File: config.mk
export PLATFORM = sky130hd
export DESIGN_NAME = lru_recency_list
export DESIGN_NICKNAME = d
export VERILOG_FILES = /design/src/lrl_pkg.sv /design/src/lrl_ram.sv /design/src/lru_recency_list.sv
export SDC_FILE = /design/constraint.sdc
export NUM_CORES = 1
export LEC_CHECK = 0
export BUFFER_PORTS_ARGS = -buffer_cell sky130_fd_sc_hd__buf_2
export CAP_MARGIN = 10
export CORE_MARGIN = 2
export CORE_UTILIZATION = 30
export DETAILED_ROUTE_END_ITERATION = 10
export GPL_TIMING_DRIVEN = 0
export PLACE_DENSITY = 0.56
export SETUP_SLACK_MARGIN = 0.3
export SYNTH_ARGS = -nofsm -noshare
export SYNTH_HDL_FRONTEND = slang
export SYNTH_HIERARCHICAL = 1
export SYNTH_SLANG_ARGS = --single-unit
File: constraint.sdc
create_clock -name clock -period 6.85 [get_ports clock]
set_clock_uncertainty 0.2 [all_clocks]
set_input_delay 0.3425 -clock clock [delete_from_list [all_inputs] [get_ports clock]]
set_output_delay 0.3425 -clock clock [all_outputs]
set_load 0.02 [all_outputs]
File: src/lrl_pkg.sv
// Package for the LRU recency list: command and status codes, sequencer states
// and default sizes. It depends on nothing else.
`default_nettype none

package lrl_pkg;

   localparam int unsigned LRL_ENTRIES   = 16;
   localparam int unsigned LRL_KEY_WIDTH = 32;

   typedef enum logic [1:0] {
      CMD_INSERT = 2'd0,
      CMD_DELETE = 2'd1,
      CMD_MOVE   = 2'd2,
      CMD_FIND   = 2'd3
   } cmd_type;

   typedef enum logic [1:0] {
      ST_OK        = 2'd0,
      ST_NOT_FOUND = 2'd1,
      ST_FULL      = 2'd2,
      ST_BAD_SLOT  = 2'd3
   } status_type;

   typedef enum logic [3:0] {
      S_CLEAR,
      S_IDLE,
      S_SCAN_RD,
      S_SCAN_CHK,
      S_CHK_RD,
      S_CHK_EVAL,
      S_UNL_RD,
      S_UNL_WR,
      S_LINK_A,
      S_LINK_B,
      S_FIND_RD,
      S_FIND_CHK,
      S_DONE
   } state_type;

endpackage

`default_nettype wire

File: src/lrl_ram.sv
// Simple dual-port RAM with one write port and one registered read port.
// It is used for the keys, the links and the in-use flags of the list.
`default_nettype none

module lrl_ram #(
   parameter int unsigned WIDTH      = 4,
   parameter int unsigned DEPTH      = 16,
   parameter int unsigned ADDR_WIDTH = $clog2(DEPTH)
) (
   input  wire logic                  clock,
   input  wire logic                  wr_en,
   input  wire logic [ADDR_WIDTH-1:0] wr_addr,
   input  wire logic [WIDTH-1:0]      wr_data,
   input  wire logic [ADDR_WIDTH-1:0] rd_addr,
   output logic      [WIDTH-1:0]      rd_data
);

   logic [WIDTH-1:0] mem [DEPTH];
   logic [WIDTH-1:0] rd_data_ff;

   always_ff @(posedge clock) begin
      if (wr_en) begin
         mem[wr_addr] <= wr_data;
      end
   end

   always_ff @(posedge clock) begin
      rd_data_ff <= mem[rd_addr];
   end

   assign rd_data = rd_data_ff;

endmodule

`default_nettype wire

File: src/lru_recency_list.sv
// LRU recency list: a circular doubly linked ring over ENTRIES slots in RAM.
// One request at a time, under a sequencer that reads a slot in one state and checks it
// in the next. Insert links the lowest free slot in at the head; find walks the ring
// from the head. Delete unlinks a slot; move to head relinks it at the head, unless it is the head.
// After reset a clearing pass zeroes the in-use flags; no request is taken meanwhile.
// Depends on lrl_pkg and lrl_ram.
`default_nettype none

module lru_recency_list
   import lrl_pkg::*;
#(
   parameter int unsigned ENTRIES   = LRL_ENTRIES,
   parameter int unsigned KEY_WIDTH = LRL_KEY_WIDTH
) (
   input  wire logic        clock,
   input  wire logic        reset,
   input  wire logic        req_tvalid,
   output logic             req_tready,
   input  wire logic [39:0] req_tdata,   // cmd[1:0], key[33:2], slot[37:34], zero pad
   output logic             rsp_tvalid,
   input  wire logic        rsp_tready,
   output logic [23:0]      rsp_tdata    // status[1:0], result_slot[5:2], head_slot[9:6],
                                         // tail_slot[13:10], entry_total[18:14], zero pad
);

   localparam int unsigned SW = $clog2(ENTRIES);
   localparam int unsigned CW = $clog2(ENTRIES + 1);
   localparam int unsigned KW = (KEY_WIDTH < 32) ? KEY_WIDTH : 32;

   state_type  state_ff, state_in;
   cmd_type    cmd_ff, cmd_in;
   status_type status_ff, status_in;
   logic [KW-1:0] key_ff, key_in;
   logic [SW-1:0] idx_ff, idx_in;
   logic [SW-1:0] rslot_ff, rslot_in;
   logic [SW-1:0] head_ff, head_in;
   logic [SW-1:0] tail_ff, tail_in;
   logic [CW-1:0] count_ff, count_in;
   logic [CW-1:0] step_ff, step_in;
   logic          rsp_valid_ff, rsp_valid_in;
   logic [18:0]   rsp_data_ff, rsp_data_in;

   logic          key_we, next_we, prev_we, used_we;
   logic [SW-1:0] key_wa, next_wa, prev_wa, used_wa;
   logic [KW-1:0] key_wd, key_rd;
   logic [SW-1:0] next_wd, prev_wd, next_rd, prev_rd;
   logic [0:0]    used_wd, used_rd;

   logic [SW+3:0] slot_wide;
   logic [SW-1:0] req_slot_idx;
   logic          req_slot_ok;
   logic [SW-1:0] link_h, link_t;
   logic [SW+3:0] rslot_wide, head_wide, tail_wide;
   logic [CW+4:0] count_wide;

   assign slot_wide    = {{SW{1'b0}}, req_tdata[37:34]};
   assign req_slot_idx = slot_wide[SW-1:0];
   assign req_slot_ok  = slot_wide < (SW + 4)'(ENTRIES);

   assign link_h = (count_ff == '0) ? idx_ff : head_ff;
   assign link_t = (count_ff == '0) ? idx_ff : tail_ff;

   assign rslot_wide = {4'b0, rslot_ff};
   assign head_wide  = {4'b0, head_ff};
   assign tail_wide  = {4'b0, tail_ff};
   assign count_wide = {5'b0, count_ff};

   lrl_ram #(.WIDTH(KW), .DEPTH(ENTRIES)) u_key_ram (
      .clock(clock), .wr_en(key_we), .wr_addr(key_wa), .wr_data(key_wd),
      .rd_addr(idx_ff), .rd_data(key_rd)
   );

   lrl_ram #(.WIDTH(SW), .DEPTH(ENTRIES)) u_next_ram (
      .clock(clock), .wr_en(next_we), .wr_addr(next_wa), .wr_data(next_wd),
      .rd_addr(idx_ff), .rd_data(next_rd)
   );

   lrl_ram #(.WIDTH(SW), .DEPTH(ENTRIES)) u_prev_ram (
      .clock(clock), .wr_en(prev_we), .wr_addr(prev_wa), .wr_data(prev_wd),
      .rd_addr(idx_ff), .rd_data(prev_rd)
   );

   lrl_ram #(.WIDTH(1), .DEPTH(ENTRIES)) u_used_ram (
      .clock(clock), .wr_en(used_we), .wr_addr(used_wa), .wr_data(used_wd),
      .rd_addr(idx_ff), .rd_data(used_rd)
   );

   always_ff @(posedge clock) begin
      if (reset) begin
         state_ff     <= S_CLEAR;
         idx_ff       <= '0;
         head_ff      <= '0;
         tail_ff      <= '0;
         count_ff     <= '0;
         rsp_valid_ff <= 1'b0;
      end else begin
         state_ff     <= state_in;
         idx_ff       <= idx_in;
         head_ff      <= head_in;
         tail_ff      <= tail_in;
         count_ff     <= count_in;
         rsp_valid_ff <= rsp_valid_in;
      end
   end

   always_ff @(posedge clock) begin
      cmd_ff      <= cmd_in;
      status_ff   <= status_in;
      key_ff      <= key_in;
      rslot_ff    <= rslot_in;
      step_ff     <= step_in;
      rsp_data_ff <= rsp_data_in;
   end

   always_comb begin
      state_in     = state_ff;
      cmd_in       = cmd_ff;
      status_in    = status_ff;
      key_in       = key_ff;
      idx_in       = idx_ff;
      rslot_in     = rslot_ff;
      head_in      = head_ff;
      tail_in      = tail_ff;
      count_in     = count_ff;
      step_in      = step_ff;
      rsp_valid_in = rsp_valid_ff && !rsp_tready;
      rsp_data_in  = rsp_data_ff;
      req_tready   = 1'b0;
      key_we  = 1'b0;
      next_we = 1'b0;
      prev_we = 1'b0;
      used_we = 1'b0;
      key_wa  = idx_ff;
      next_wa = idx_ff;
      prev_wa = idx_ff;
      used_wa = idx_ff;
      key_wd  = key_ff;
      next_wd = link_h;
      prev_wd = link_t;
      used_wd = 1'b0;

      unique case (state_ff)
         S_CLEAR: begin
            used_we = 1'b1;
            used_wd = 1'b0;
            idx_in  = idx_ff + SW'(1);
            if (idx_ff == SW'(ENTRIES - 1)) begin
               idx_in   = '0;
               state_in = S_IDLE;
            end
         end
         S_IDLE: begin
            req_tready = 1'b1;
            if (req_tvalid) begin
               cmd_in    = cmd_type'(req_tdata[1:0]);
               key_in    = req_tdata[KW+1:2];
               status_in = ST_OK;
               rslot_in  = '0;
               step_in   = '0;
               unique case (cmd_type'(req_tdata[1:0]))
                  CMD_INSERT: begin
                     idx_in = '0;
                     if (count_ff == CW'(ENTRIES)) begin
                        status_in = ST_FULL;
                        state_in  = S_DONE;
                     end else begin
                        state_in = S_SCAN_RD;
                     end
                  end
                  CMD_DELETE, CMD_MOVE: begin
                     rslot_in = req_slot_idx;
                     idx_in   = req_slot_idx;
                     if (!req_slot_ok) begin
                        status_in = ST_BAD_SLOT;
                        state_in  = S_DONE;
                     end else begin
                        state_in = S_CHK_RD;
                     end
                  end
                  CMD_FIND: begin
                     idx_in = head_ff;
                     if (count_ff == '0) begin
                        status_in = ST_NOT_FOUND;
                        state_in  = S_DONE;
                     end else begin
                        state_in = S_FIND_RD;
                     end
                  end
                  default: state_in = S_IDLE;
               endcase
            end
         end
         S_SCAN_RD: state_in = S_SCAN_CHK;
         S_SCAN_CHK: begin
            if (!used_rd[0]) begin
               rslot_in = idx_ff;
               state_in = S_LINK_A;
            end else begin
               idx_in   = idx_ff + SW'(1);
               state_in = S_SCAN_RD;
            end
         end
         S_CHK_RD: state_in = S_CHK_EVAL;
         S_CHK_EVAL: begin
            if (!used_rd[0]) begin
               status_in = ST_BAD_SLOT;
               state_in  = S_DONE;
            end else if (cmd_ff == CMD_MOVE && idx_ff == head_ff) begin
               state_in = S_DONE;
            end else begin
               state_in = S_UNL_RD;
            end
         end
         S_UNL_RD: state_in = S_UNL_WR;
         S_UNL_WR: begin
            if (count_ff <= CW'(1)) begin
               head_in = '0;
            end else begin
               next_we = 1'b1;
               next_wa = prev_rd;
               next_wd = next_rd;
               prev_we = 1'b1;
               prev_wa = next_rd;
               prev_wd = prev_rd;
               if (head_ff == idx_ff) begin
                  head_in = next_rd;
               end
               if (tail_ff == idx_ff) begin
                  tail_in = prev_rd;
               end
            end
            count_in = count_ff - CW'(1);
            if (cmd_ff == CMD_DELETE) begin
               used_we  = 1'b1;
               used_wd  = 1'b0;
               state_in = S_DONE;
            end else begin
               state_in = S_LINK_A;
            end
         end
         S_LINK_A: begin
            next_we = 1'b1;
            next_wd = link_h;
            prev_we = 1'b1;
            prev_wd = link_t;
            if (cmd_ff == CMD_INSERT) begin
               key_we  = 1'b1;
               key_wd  = key_ff;
               used_we = 1'b1;
               used_wd = 1'b1;
            end
            state_in = S_LINK_B;
         end
         S_LINK_B: begin
            next_we  = 1'b1;
            next_wa  = link_t;
            next_wd  = idx_ff;
            prev_we  = 1'b1;
            prev_wa  = link_h;
            prev_wd  = idx_ff;
            head_in  = idx_ff;
            if (count_ff == '0) begin
               tail_in = idx_ff;
            end
            count_in = count_ff + CW'(1);
            state_in = S_DONE;
         end
         S_FIND_RD: state_in = S_FIND_CHK;
         S_FIND_CHK: begin
            if (key_rd == key_ff) begin
               rslot_in = idx_ff;
               state_in = S_DONE;
            end else if (step_ff + CW'(1) == count_ff) begin
               status_in = ST_NOT_FOUND;
               state_in  = S_DONE;
            end else begin
               idx_in   = next_rd;
               step_in  = step_ff + CW'(1);
               state_in = S_FIND_RD;
            end
         end
         S_DONE: begin
            if (!rsp_valid_ff || rsp_tready) begin
               rsp_valid_in       = 1'b1;
               rsp_data_in[1:0]   = status_ff;
               rsp_data_in[5:2]   = rslot_wide[3:0];
               rsp_data_in[9:6]   = (count_ff == '0) ? 4'b0 : head_wide[3:0];
               rsp_data_in[13:10] = (count_ff == '0) ? 4'b0 : tail_wide[3:0];
               rsp_data_in[18:14] = count_wide[4:0];
               state_in           = S_IDLE;
            end
         end
         default: state_in = S_IDLE;
      endcase
   end

   assign rsp_tvalid = rsp_valid_ff;
   assign rsp_tdata  = {5'b0, rsp_data_ff};

endmodule

`default_nettype wire
==> results.cfg <==
[global_routing]
gr_usage_total_pct = 13.7
grt_pass1_vias = 16516
grt_start_max_net_pins = 31
grt_antenna_before_repair = 0
grt_overflow = 0
first_pass_grt_wire_length_mm = 106

[cells_and_area]
area_growth_pct = 19.0
final_cell_count_no_fill = 3270
fill_cells = 9471
drive_gt1_share_pct = 22.1
multiInputGateArea_mm2 = 0.00741
postLayoutCoreUtil_pct = 35.9
design.final.nets = 1888
num_antenna_cells = 0
sequential_cell_area_mm2 = 0.0229

[drt]
detailed_route_wire_length_per_cell_um = 21.9
dr_total_vias = 16143
drt_wl_total_mm = 71.8
detailedRoute.firstIterationViolations = 1548
routed_via_density = 4.94
ant_nets = 0
post-route-drc-count = 0
detail_route.first_pass.iterations = 6

[place]
dpl.cell_count = 3071
post-place-ws_ns = 2.19
weighted_congestion_reported_at_the_end_of_routability_driven_placement = 0.856
place_hpwl_mm = 45.7
buffer_ports.inserted = 61

[sta]
finalHoldViolCount = 0
post-route-period-util_pct = 61.5
final_period_minus_worst_setup_slack_ns = 4.22
report.final.setup_viol = 0
timing.slew.headroom_pct = 17.9
number_of_max_slew_violations_in_the_final_report = 0
timing.fmax_mhz = 237
whs_ns = 0.224
grt_setup_unrepaired = no
layout_setup_ws_ns = 2.63
tightest_pin_transition_ns = 1.23

[synthesis]
postSynthRegisterBits = 783
post_synth_design_cell_area_mm2 = 0.0307
synth_top_area_share_pct = 70.5
syn_avg_cell_area_um2 = 19.1
synth_edf_count = 720
synthArstFlopShare_pct = 0
synthesis.instances = 1608
cell_types_with_the_highest_counts_after_synthesis = sky130_fd_sc_hd__edfxtp_1, sky130_fd_sc_hd__mux4_2, sky130_fd_sc_hd__nor2_1, sky130_fd_sc_hd__a22oi_1, sky130_fd_sc_hd__nand2_1
register_area_share_after_synthesis_pct = 74.6
synthDistinctLibCells = 64
synth.yosys.warnings = 6
largest_area_contributor_in_the_netlist = sky130_fd_sc_hd__edfxtp_1
synth_top_cells_by_area = sky130_fd_sc_hd__edfxtp_1, sky130_fd_sc_hd__mux4_2, sky130_fd_sc_hd__dfxtp_1, sky130_fd_sc_hd__mux4_1, sky130_fd_sc_hd__a22oi_1
ys.flop_type = sky130_fd_sc_hd__edfxtp_1
synth_most_common_cell = sky130_fd_sc_hd__edfxtp_1

[die]
chipHeight_um = 324
placeableCoreArea_mm2 = 0.102
dieArea_mm2 = 0.105
pin_count = 70
floorplan.initialDensity_pct = 30.2
die_width_um = 324
rows = 117

[setup_path]
worst-setup-path-type = reg -> reg
ff2ff_setup_slack_ns = 2.63
critPathRequiredTime_ns = 6.98
cp_data_arrival_time_ns = 4.35
r2r-end = u_key_ram/mem[4][22]$_DFFE_PP_
worst_r2r_startpoint = state_ff[0]$_SDFFE_PP0P_
rr_worst_depth = 9
timing.critical_path.fanout_max = 20
worst_setup_ep_type = register
startpoint_type = register

[worst_hold_path]
holdPathEnd = key_ff[28]$_DFFE_PP_
whs_path_depth = 2
worst_min_delay_path_category = in -> reg
min-delay-start = req_tdata[30]

[cts]
post_cts_hold_buffer_count = 41
cts.reportedPaths.clkPinSlew_ns = 0.06
cts.sink_count = 783
clk_path_buf_depth = 3
clock_tree.htree_level_count = 3
cts_made_buffers = 80
cts_repair_resize_count = 0
cts_tree = yes
clock-root-buffer = sky130_fd_sc_hd__clkbuf_16
clkLatencyLatePin_ns = 0.63
cts_post_setup_buffers_inserted = 0

[outcome]
result_of_the_run = completed

[power]
powerDensity_mw_per_mm2 = 279
power.static_leakage_nw = 11.7
power.ir.vdd_worst_mv = 0.202

[run]
max_cap_violations = 0
## stage by stage
stage / setup TNS [ns] / cell area [µm²] / power (mW)
CTS: 0 / 36400 / 10.3
detailed placement: 0 / 33300 / 5.85
floorplan: 0 / 30700 / 5.68
finish: 0 / 36500 / 10.2
global route: 0 / 36500 / 10.5
global placement: -192.18 / 32700 / 5.85
## critical path, stage by stage (launching register included)
cell	delay, ns
sky130_fd_sc_hd__dfxtp_1	0.29
sky130_fd_sc_hd__clkbuf_1	0.16
sky130_fd_sc_hd__clkbuf_1	0.25
sky130_fd_sc_hd__or4_1	0.58
sky130_fd_sc_hd__nor2_2	0.66
sky130_fd_sc_hd__nand3b_1	0.48
sky130_fd_sc_hd__nor3_2	0.65
sky130_fd_sc_hd__buf_8	0.24
sky130_fd_sc_hd__buf_6	0.18
sky130_fd_sc_hd__buf_6	0.19
## metal layers
layer  vias up  wire [µm]  GRT usage (%)  part of all wire (%)
met1      8478      30800           18.3                    43
li1       7019          -              -                     -
met2       521      35200           22.8                    49
met3       125       4070           2.48                   5.7
met4         0       1710           3.97                   2.4
met5         -          0              0                     0
## worst max path at each step
stage,from,end,slack [ns],cells past startpoint
3_3_place_gp,state_ff[0]$_SDFFE_PP0P_,u_key_ram/mem[0][21]$_DFFE_PP_,-1.88,6
3_5_place_dp,state_ff[0]$_SDFFE_PP0P_,u_key_ram/mem[4][15]$_DFFE_PP_,2.19,9
4_1_cts,state_ff[0]$_SDFFE_PP0P_,u_key_ram/mem[4][22]$_DFFE_PP_,2.18,9
6_report,state_ff[0]$_SDFFE_PP0P_,u_key_ram/mem[4][22]$_DFFE_PP_,2.63,9
5_1_grt,state_ff[0]$_SDFFE_PP0P_,u_key_ram/mem[4][17]$_DFFE_PP_,2.47,9
2_1_floorplan,state_ff[0]$_SDFFE_PP0P_,u_key_ram/mem[0][0]$_DFFE_PP_,1.79,6
## flip-flops by register name, summed over array words and instances (netlist names), 5 cells and up
register           cells
u_prev_ram/mem        64
u_used_ram/mem        16
rsp_data_ff           19
u_key_ram/rd_data     32
u_key_ram/mem        512
step_ff                5
count_ff               5
u_next_ram/mem        64
key_ff                32
## cell usage in the layout (no fill, tap or decap), types with 7 or more instances in the layout
| master | n |
|---|---|
| sky130_fd_sc_hd__buf_4 | 24 |
| sky130_fd_sc_hd__mux4_2 | 132 |
| sky130_fd_sc_hd__ha_1 | 8 |
| sky130_fd_sc_hd__bufinv_16 | 7 |
| sky130_fd_sc_hd__o221ai_1 | 8 |
| sky130_fd_sc_hd__buf_6 | 18 |
| sky130_fd_sc_hd__nor3_1 | 19 |
| sky130_fd_sc_hd__edfxtp_1 | 720 |
| sky130_fd_sc_hd__clkinv_2 | 15 |
| sky130_fd_sc_hd__mux4_1 | 32 |
| sky130_fd_sc_hd__nor2b_1 | 16 |
| sky130_fd_sc_hd__nand3_1 | 38 |
| sky130_fd_sc_hd__clkinv_1 | 12 |
| sky130_fd_sc_hd__buf_1 | 13 |
| sky130_fd_sc_hd__xnor2_1 | 13 |
| sky130_fd_sc_hd__nand2b_1 | 13 |
| sky130_fd_sc_hd__a21oi_1 | 31 |
| sky130_fd_sc_hd__buf_12 | 11 |
| sky130_fd_sc_hd__clkbuf_16 | 84 |
| sky130_fd_sc_hd__nor2_1 | 82 |
| sky130_fd_sc_hd__nand2_1 | 65 |
| sky130_fd_sc_hd__nand3b_1 | 9 |
| sky130_fd_sc_hd__dlygate4sd3_1 | 41 |
| sky130_fd_sc_hd__a221o_1 | 10 |
| sky130_fd_sc_hd__xor2_1 | 43 |
| sky130_fd_sc_hd__nor4_1 | 10 |
| sky130_fd_sc_hd__buf_2 | 76 |
| sky130_fd_sc_hd__nor2_4 | 12 |
| sky130_fd_sc_hd__dfxtp_1 | 63 |
| sky130_fd_sc_hd__mux2i_1 | 9 |
| sky130_fd_sc_hd__a211oi_1 | 7 |
| sky130_fd_sc_hd__o21ai_0 | 16 |
| sky130_fd_sc_hd__a22oi_1 | 78 |
| sky130_fd_sc_hd__inv_1 | 16 |
| sky130_fd_sc_hd__clkbuf_1 | 51 |
## area by class of cell
cell class,count,area share [%]
flip-flops and latches,783,62.7
multi-input cells,728,20.3
clock buffers,106,6.12
well taps,1368,4.69
repair buffers,142,3.60
plain buffers,84,1.24
clock inverters,42,1.22
inverters,17,0.175
## where the power goes
| part | switching, mW | total (mW) | internal [mW] |
|---|---|---|---|
| sequential | 0.0379 | 5.24 | 5.20 |
| clock | 1.83 | 4.41 | 2.58 |
| combinational | 0.290 | 0.536 | 0.247 |
## logic make-up after synthesis
kind of cell / after synthesis / share of synthesized area [%]
other: 1 / 0.0122
XOR/XNOR: 56 / 1.60
AND/OR/NAND/NOR: 299 / 4.70
flip-flops: 783 / 74.6
buffers and inverters: 101 / 1.69
adder cells (fa/ha/maj): 8 / 0.326
multiplexers: 173 / 12.7
AO/OA/AOI/OAI: 187 / 4.36
No activity file was read; power rests on OpenSTA's default activity.
